`src/design/http_request_url_host_extractor_assert.svh`:
```
// ---------------------------------------------------------------------------
// Assertion macros for the HTTP request URL and Host extractor.
// The checking forms are compiled unless SYNTH is defined, in which case
// every macro expands to nothing.
// ---------------------------------------------------------------------------
`ifndef HTTP_REQUEST_URL_HOST_EXTRACTOR_ASSERT_SVH
`define HTTP_REQUEST_URL_HOST_EXTRACTOR_ASSERT_SVH

`ifndef SYNTH

// Consequent must hold in the same cycle as the antecedent.
`define HRX_ASSERT_IMP(lbl, clk, rstn, ante, cons) \
    lbl: assert property (@(posedge clk) disable iff (!(rstn)) (ante) |-> (cons)) \
        else $error("hrx: same-cycle property failed");

// Consequent must hold in the cycle after the antecedent.
`define HRX_ASSERT_NEXT(lbl, clk, rstn, ante, cons) \
    lbl: assert property (@(posedge clk) disable iff (!(rstn)) (ante) |=> (cons)) \
        else $error("hrx: next-cycle property failed");

`else

`define HRX_ASSERT_IMP(lbl, clk, rstn, ante, cons)
`define HRX_ASSERT_NEXT(lbl, clk, rstn, ante, cons)

`endif

`endif

```
`src/design/hrx_pkg.sv`:
```
// ---------------------------------------------------------------------------
// hrx_pkg
// Shared types, codes, sizes and match patterns of the HTTP request URL and
// Host extractor.
// ---------------------------------------------------------------------------
`default_nettype none

package hrx_pkg;

    // Store sizes and payload length limit.
    localparam int URL_MAX     = 1024;
    localparam int HOST_MAX    = 256;
    localparam int PAYLOAD_MAX = 2047;

    // Derived widths.
    localparam int CNT_W   = $clog2(PAYLOAD_MAX + 1);
    localparam int CNT1_W  = CNT_W + 1;
    localparam int URL_AW  = $clog2(URL_MAX);
    localparam int HOST_AW = $clog2(HOST_MAX);

    // Fixed field widths of the stream items.
    localparam int CMD_W      = 2;
    localparam int BYTE_W     = 8;
    localparam int INDEX_W    = 10;
    localparam int MIN_LEN_W  = 11;
    localparam int URL_LEN_W  = 10;
    localparam int HOST_LEN_W = 8;
    localparam int CMP_W      = (CNT_W > MIN_LEN_W) ? CNT_W : MIN_LEN_W;

    // Packed stream widths (padded to whole bytes).
    localparam int S_TDATA_W = 24;
    localparam int M_TDATA_W = 32;

    localparam logic [MIN_LEN_W-1:0] MIN_LEN_RESET = MIN_LEN_W'(32);

    // Pattern lengths in bytes.
    localparam int GET_LEN  = 4;
    localparam int POST_LEN = 5;
    localparam int HTTP_LEN = 8;
    localparam int HOST_LEN = 8;
    localparam int CRLF_LEN = 2;

    // Byte patterns, most recent byte in the lowest bits.
    localparam logic [63:0] PAT_HTTP = 64'h2048_5454_502F_312E;
    localparam logic [63:0] PAT_HOST = 64'h0D0A_486F_7374_3A20;
    localparam logic [15:0] PAT_CRLF = 16'h0D0A;
    localparam logic [31:0] PAT_GET  = 32'h4745_5420;
    localparam logic [39:0] PAT_POST = 40'h50_4F53_5420;

    // Input command codes.
    typedef enum logic [CMD_W-1:0] {
        CMD_PAYLOAD   = 2'd0,
        CMD_READ_URL  = 2'd1,
        CMD_READ_HOST = 2'd2,
        CMD_IGNORE    = 2'd3
    } command_t;

    // Result kinds.
    typedef enum logic {
        KIND_READ    = 1'b0,
        KIND_SUMMARY = 1'b1
    } kind_t;

    // Store write request from the parser.
    typedef struct packed {
        logic               url_we;
        logic [URL_AW-1:0]  url_addr;
        logic               host_we;
        logic [HOST_AW-1:0] host_addr;
        logic [BYTE_W-1:0]  data;
    } store_wr_t;

    // End-of-packet summary fields.
    typedef struct packed {
        logic                  is_request;
        logic                  url_found;
        logic [URL_LEN_W-1:0]  url_length;
        logic                  host_found;
        logic [HOST_LEN_W-1:0] host_length;
    } summary_t;

endpackage

`default_nettype wire

```
`src/design/hrx_parser.sv`:
```
// ---------------------------------------------------------------------------
// hrx_parser
// Per-packet tracker: byte window, method decode, URL and Host searches,
// store write generation and the end-of-packet summary.
// ---------------------------------------------------------------------------
`default_nettype none

module hrx_parser (
    input  wire logic                            aclk,
    input  wire logic                            aresetn,
    input  wire logic                            step_valid,
    input  wire logic [hrx_pkg::BYTE_W-1:0]      step_byte,
    input  wire logic                            step_last,
    input  wire logic [hrx_pkg::MIN_LEN_W-1:0]   min_len,
    output hrx_pkg::store_wr_t                   wr,
    output hrx_pkg::summary_t                    summary
);

    typedef enum logic [1:0] {
        METH_UNDECIDED = 2'd0,
        METH_GET       = 2'd1,
        METH_POST      = 2'd2,
        METH_NONE      = 2'd3
    } method_t;

    typedef enum logic [1:0] {
        URL_SRCH   = 2'd0,
        URL_FOUND  = 2'd1,
        URL_FAILED = 2'd2
    } url_status_t;

    typedef enum logic [1:0] {
        HOST_HDR    = 2'd0,
        HOST_VALUE  = 2'd1,
        HOST_FOUND  = 2'd2,
        HOST_FAILED = 2'd3
    } host_phase_t;

    localparam int CW  = hrx_pkg::CNT_W;
    localparam int CW1 = hrx_pkg::CNT1_W;

    logic [63:0]                      window_reg, window_next;
    logic [CW-1:0]                    count_reg, count_next;
    method_t                          method_reg, method_next;
    url_status_t                      url_status_reg, url_status_next;
    logic [hrx_pkg::URL_LEN_W-1:0]    url_len_reg, url_len_next;
    host_phase_t                      host_phase_reg, host_phase_next;
    logic [CW-1:0]                    host_start_reg, host_start_next;
    logic [hrx_pkg::HOST_LEN_W-1:0]   host_len_reg, host_len_next;

    logic [63:0]   shifted;
    logic [CW-1:0] pos;
    logic [CW-1:0] n;
    logic          take;
    logic          is_req;
    logic [CW-1:0] url_start;
    logic [CW-1:0] url_idx;
    logic [CW-1:0] url_full_len;
    logic [CW-1:0] host_idx;
    logic [CW-1:0] host_full_len;
    logic          sum_req;

    // Next-state logic for one payload byte.
    always_comb begin
        window_next     = window_reg;
        count_next      = count_reg;
        method_next     = method_reg;
        url_status_next = url_status_reg;
        url_len_next    = url_len_reg;
        host_phase_next = host_phase_reg;
        host_start_next = host_start_reg;
        host_len_next   = host_len_reg;

        wr      = '0;
        wr.data = step_byte;

        pos     = count_reg;
        n       = count_reg + CW'(1);
        shifted = {window_reg[55:0], step_byte};
        take    = step_valid && (32'(count_reg) < hrx_pkg::PAYLOAD_MAX);

        // Method decode on the fourth and fifth bytes.
        if (take) begin
            window_next = shifted;
            count_next  = n;
            if (pos == CW'(hrx_pkg::GET_LEN - 1) && shifted[31:0] == hrx_pkg::PAT_GET) begin
                method_next = METH_GET;
            end else if (pos == CW'(hrx_pkg::POST_LEN - 1) && method_reg == METH_UNDECIDED) begin
                method_next = (shifted[39:0] == hrx_pkg::PAT_POST) ? METH_POST : METH_NONE;
            end
        end

        is_req    = (method_next == METH_GET) || (method_next == METH_POST);
        url_start = (method_next == METH_GET) ? CW'(hrx_pkg::GET_LEN) : CW'(hrx_pkg::POST_LEN);
        url_idx   = pos - url_start;
        url_full_len  = n - CW'(hrx_pkg::HTTP_LEN) - url_start;
        host_idx      = pos - host_start_reg;
        host_full_len = n - CW'(hrx_pkg::CRLF_LEN) - host_start_reg;

        // URL capture until the first " HTTP/1." after the method.
        if (take && is_req && url_status_reg == URL_SRCH) begin
            if (pos >= url_start && 32'(url_idx) < hrx_pkg::URL_MAX) begin
                wr.url_we   = 1'b1;
                wr.url_addr = hrx_pkg::URL_AW'(url_idx);
            end
            if ({1'b0, n} >= {1'b0, url_start} + CW1'(hrx_pkg::HTTP_LEN)
                    && shifted == hrx_pkg::PAT_HTTP) begin
                url_len_next    = hrx_pkg::URL_LEN_W'(url_full_len);
                url_status_next = (32'(url_full_len) < hrx_pkg::URL_MAX) ? URL_FOUND
                                                                         : URL_FAILED;
            end
        end

        // Host header search, then value capture up to the line end.
        if (take) begin
            if (host_phase_reg == HOST_VALUE) begin
                if (is_req && 32'(host_idx) < hrx_pkg::HOST_MAX) begin
                    wr.host_we   = 1'b1;
                    wr.host_addr = hrx_pkg::HOST_AW'(host_idx);
                end
                if ({1'b0, n} >= {1'b0, host_start_reg} + CW1'(hrx_pkg::CRLF_LEN)
                        && shifted[15:0] == hrx_pkg::PAT_CRLF) begin
                    host_len_next   = hrx_pkg::HOST_LEN_W'(host_full_len);
                    host_phase_next = (32'(host_full_len) < hrx_pkg::HOST_MAX) ? HOST_FOUND
                                                                               : HOST_FAILED;
                end
            end else if (host_phase_reg == HOST_HDR) begin
                if (32'(n) >= hrx_pkg::HOST_LEN && shifted == hrx_pkg::PAT_HOST) begin
                    host_phase_next = HOST_VALUE;
                    host_start_next = n;
                end
            end
        end

        // Summary from the state after this byte.
        sum_req = is_req
                  && (hrx_pkg::CMP_W'(count_next) > hrx_pkg::CMP_W'(min_len));
        summary            = '0;
        summary.is_request = sum_req;
        if (sum_req && url_status_next == URL_FOUND) begin
            summary.url_found  = 1'b1;
            summary.url_length = url_len_next;
        end
        if (sum_req && host_phase_next == HOST_FOUND) begin
            summary.host_found  = 1'b1;
            summary.host_length = host_len_next;
        end
    end

    // Packet state; the last byte clears it for the next packet.
    always_ff @(posedge aclk) begin
        if (!aresetn || (step_valid && step_last)) begin
            window_reg     <= '0;
            count_reg      <= '0;
            method_reg     <= METH_UNDECIDED;
            url_status_reg <= URL_SRCH;
            url_len_reg    <= '0;
            host_phase_reg <= HOST_HDR;
            host_start_reg <= '0;
            host_len_reg   <= '0;
        end else if (step_valid) begin
            window_reg     <= window_next;
            count_reg      <= count_next;
            method_reg     <= method_next;
            url_status_reg <= url_status_next;
            url_len_reg    <= url_len_next;
            host_phase_reg <= host_phase_next;
            host_start_reg <= host_start_next;
            host_len_reg   <= host_len_next;
        end
    end

endmodule

`default_nettype wire

```
`config.mk`:
```
export PLATFORM = sky130hd
export DESIGN_NAME = hrx_parser
export DESIGN_NICKNAME = d
export VERILOG_FILES = /design/src/design/http_request_url_host_extractor_assert.svh /design/src/design/hrx_pkg.sv /design/src/design/hrx_parser.sv
export SDC_FILE = /design/constraint.sdc
export NUM_CORES = 1
export LEC_CHECK = 0
export BUFFER_PORTS_ARGS = -buffer_cell sky130_fd_sc_hd__buf_2
export CORE_MARGIN = 2
export CORE_UTILIZATION = 51
export DETAILED_ROUTE_END_ITERATION = 8
export HOLD_SLACK_MARGIN = 0.15
export PLACE_DENSITY = 0.68
export SETUP_SLACK_MARGIN = 0.2
export SYNTH_ARGS = -nofsm -noshare
export SYNTH_HDL_FRONTEND = slang
export SYNTH_SLANG_ARGS = --single-unit
```
`constraint.sdc`:
```
create_clock -name aclk -period 10.5 [get_ports aclk]
set_input_delay 2.1 -clock aclk [delete_from_list [all_inputs] [get_ports aclk]]
set_output_delay 2.1 -clock aclk [all_outputs]
set_load 0.02 [all_outputs]
```
==> results.yml <==
finish:
  layout_commonest_cell: "nand2_1"
  nFillCells: 1329
  fin_util: 0.5652
  multi_input_area_um2: 4673
  fin_cells: 1133
  drive_gt1_frac: 0.1532
  final_cell_mix: "nand2_1 (144), dfxtp_1 (102), nor2_1 (86)"
  largest_register_ffs: 56
  insertedDiodeCount: 0
  regArea_um2: 2042
  area_growth_pct: 8.815
  final_nets: 1024
setup_path:
  worstSetupPathType: "primary input to primary output"
  rr_endpoint: "url_len_reg[6]"
  cp_cell_sequence: "buf_2 > nor3_1 > nand3b_1 > nor4_1 > a21oi_1 > nor2_1 > nand2_1 > ha_1 > inv_1 > ha_1 > nor3_1 > o21ai_0 > a21o_1 > a2111o_1 > a21oi_4 > a21oi_2 > or3_1 > nor2_1 > buf_2"
  r2r_start: "count_reg[4]"
  startpoint: "step_byte[6]"
  critPathMaxFanout: 11
  worstPathArrival_ps: 6100
  start_kind: "primary input"
  endpoint: "summary[9]"
  slowest_stage: "or3_1"
  cp_slowest_stage_delay_ps: 540
  end_kind: "primary output"
  required_ps: 8400
  ff2ff_path_depth: 18
  r2r_slack_ps: 5510
power_and_ir_drop:
  p_comb_frac: 0.086
  finalPower_w: 0.0008180
  ir_worst_vdd_uv: 120.2
  power.leakage_nw: 2.976
  power_switching_w: 0.0002043
  switching_share: 0.2498
  p_int_w: 0.0006137
  p_seq_frac: 0.483
  clockPowerShare: 0.430
  power-per-cell-area_nw_per_um2: 104.7
drt:
  avgRoutedWirePerCell_um: 16.72
  vias_per_cell: 5.637
  first_iter_violations: 320
  dr.pass1.iters: 4
  dr_total_vias: 6387
  drc: 0
  totalWireLength_mm: 18.95
  ant_nets: 0
synth:
  synth-edff-count: 0
  synth_cell_types: 82
  yosysWarningCount: 0
  yosysSeqAreaShare: 0.2843
  avgSynthCellArea_um2: 7.840
  postSynthCellCount: 916
  async_flop_share: 0
  syn_nets: 992
  synth_area_um2: 7182
  synth_flop_cell: "dfxtp_1"
  synth-seq-cells: 102
clock_tree:
  cts.htree.levels: 3
  clockRootBuffer: "clkbuf_16"
  holdBufCountCts: 0
  cts_setup_buffers: 0
  cts.repair.resized: 0
  clk_path_buf_depth: 2
  cts_tree: "yes"
  cts_sinks: 102
  clk-insertion-delay-late_ps: 360
  path_clk_slew_ps: 70
  numCtsBuffers: 9
timing:
  holdWs_ps: 470.9
  fin_crit_sh: 0.7807
  setup_viol_count_final: 0
  slew_violations: 0
  rsz0062_at_grt: "false"
  hold_viol: 0
  fin_crit_ps: 8198
  clock_skew_ps: 8.832
  slew_headroom: 0.2407
  clock.fmax_mhz: 122.0
  tightest_slew_ps: 1131
  setup-tns-final_ps: 0
floorplan:
  die_w_um: 122.7
  ios: 72
  die_h_um: 122.7
  core_area_um2: 13830
  die-area_um2: 15050
  start_util: 0.5194
  rows: 43
run_status:
  status: "finished clean"
global_route:
  grtUsageTotal: 0.2586
  overflow: 0
  antenna_found_initial: 0
  grt_pass1_wl_mm: 30.28
  grt_start_max_net_pins: 102
  grt_pass1_vias: 6032
flow_run:
  drv_cap: 0
min_path:
  hold_start: "window_reg[52]"
  hold_path.class: "flop to flop"
placed_design:
  place_hpwl_mm: 14.06
  numPortBuffers: 71
  place_congestion: 0.8796
  placedCellCount: 1117
power groups by stage:
stage / Sequential [W] / Clock, W / Combinational, W
6_report: 0.000395 / 0.000352 / 0.0000707
5_1_grt: 0.000396 / 0.000373 / 0.0000792
4_1_cts: 0.000395 / 0.000357 / 0.0000712
3_5_place_dp: 0.000404 / 0 / 0.0000707
3_3_place_gp: 0.000404 / 0 / 0.0000697
2_1_floorplan: 0.000401 / 0 / 0.0000529
through the flow:
stage          instance area (um2)  setup slack (ps)
2_1_floorplan                 7182              3007
5_1_grt                       7815              1884
3_5_place_dp                  7506              2294
3_3_place_gp                  7506              2386
6_report                      7815              2302
4_1_cts                       7815              2281
layer usage:
layer | wire, um | GRT usage | vias to the layer above | part of all wire
met5 | 0 | 0 | - | 0
met3 | 840 | 0.04879 | 37 | 0.044
met1 | 8009 | 0.3123 | 2990 | 0.42
li1 | - | - | 3218 | -
met4 | 565 | 0.1070 | 0 | 0.030
met2 | 9530 | 0.4485 | 142 | 0.50
worst max-delay path, delay by kind of cell:
family                   cells  cell delay (ps)
AO/OA/AOI/OAI                6             1180
adder cells (fa/ha/maj)      2              480
buffers and inverters        3              350
AND/OR/NAND/NOR              8             1990
worst min path at each step:
| stage | endpoint | depth (start not counted) |
|---|---|---|
| floorplan | window_reg[52] | 2 |
| global placement | window_reg[49] | 2 |
| detailed placement | window_reg[52] | 2 |
| CTS | window_reg[52] | 2 |
| global route | window_reg[52] | 2 |
| finish | window_reg[52] | 2 |
cell families after synthesis:
logic type	count (synthesis)	share of synthesized area
AND/OR/NAND/NOR	419	0.3019
flip-flops	102	0.2843
AO/OA/AOI/OAI	156	0.1380
multiplexers	23	0.03223
XOR/XNOR	61	0.08101
buffers and inverters	102	0.06812
adder cells (fa/ha/maj)	53	0.09443
cells in the mapped netlist, drive strengths merged, types with 4 or more instances:
cell type / instances / area share
a211oi: 6 / 0.0063
a21boi: 5 / 0.0052
a21o: 7 / 0.0073
a21oi: 82 / 0.061
buf: 30 / 0.030
clkbuf: 24 / 0.013
dfxtp: 102 / 0.28
ha: 51 / 0.089
inv: 47 / 0.025
mux2i: 22 / 0.031
nand2: 146 / 0.077
nand2b: 7 / 0.0061
nand3: 10 / 0.0077
nand3b: 6 / 0.0063
nand4: 27 / 0.026
nand4b: 4 / 0.0049
nor2: 105 / 0.061
nor2b: 17 / 0.015
nor3: 37 / 0.029
nor4: 16 / 0.016
nor4b: 6 / 0.0082
nor4bb: 6 / 0.0084
o21a: 6 / 0.0063
o21ai: 22 / 0.016
o31ai: 4 / 0.0042
or2: 5 / 0.0044
or3: 8 / 0.0091
xnor2: 46 / 0.057
xor2: 14 / 0.021
cell type report:
class,instances,share of cell area
multi-input cells,712,0.5980
flip-flops and latches,102,0.2613
repair buffers,75,0.04931
clock buffers,12,0.03282
well taps,180,0.02882
inverters,48,0.02305
clock inverters,4,0.006724
No activity file was read; power rests on OpenSTA's default activity.
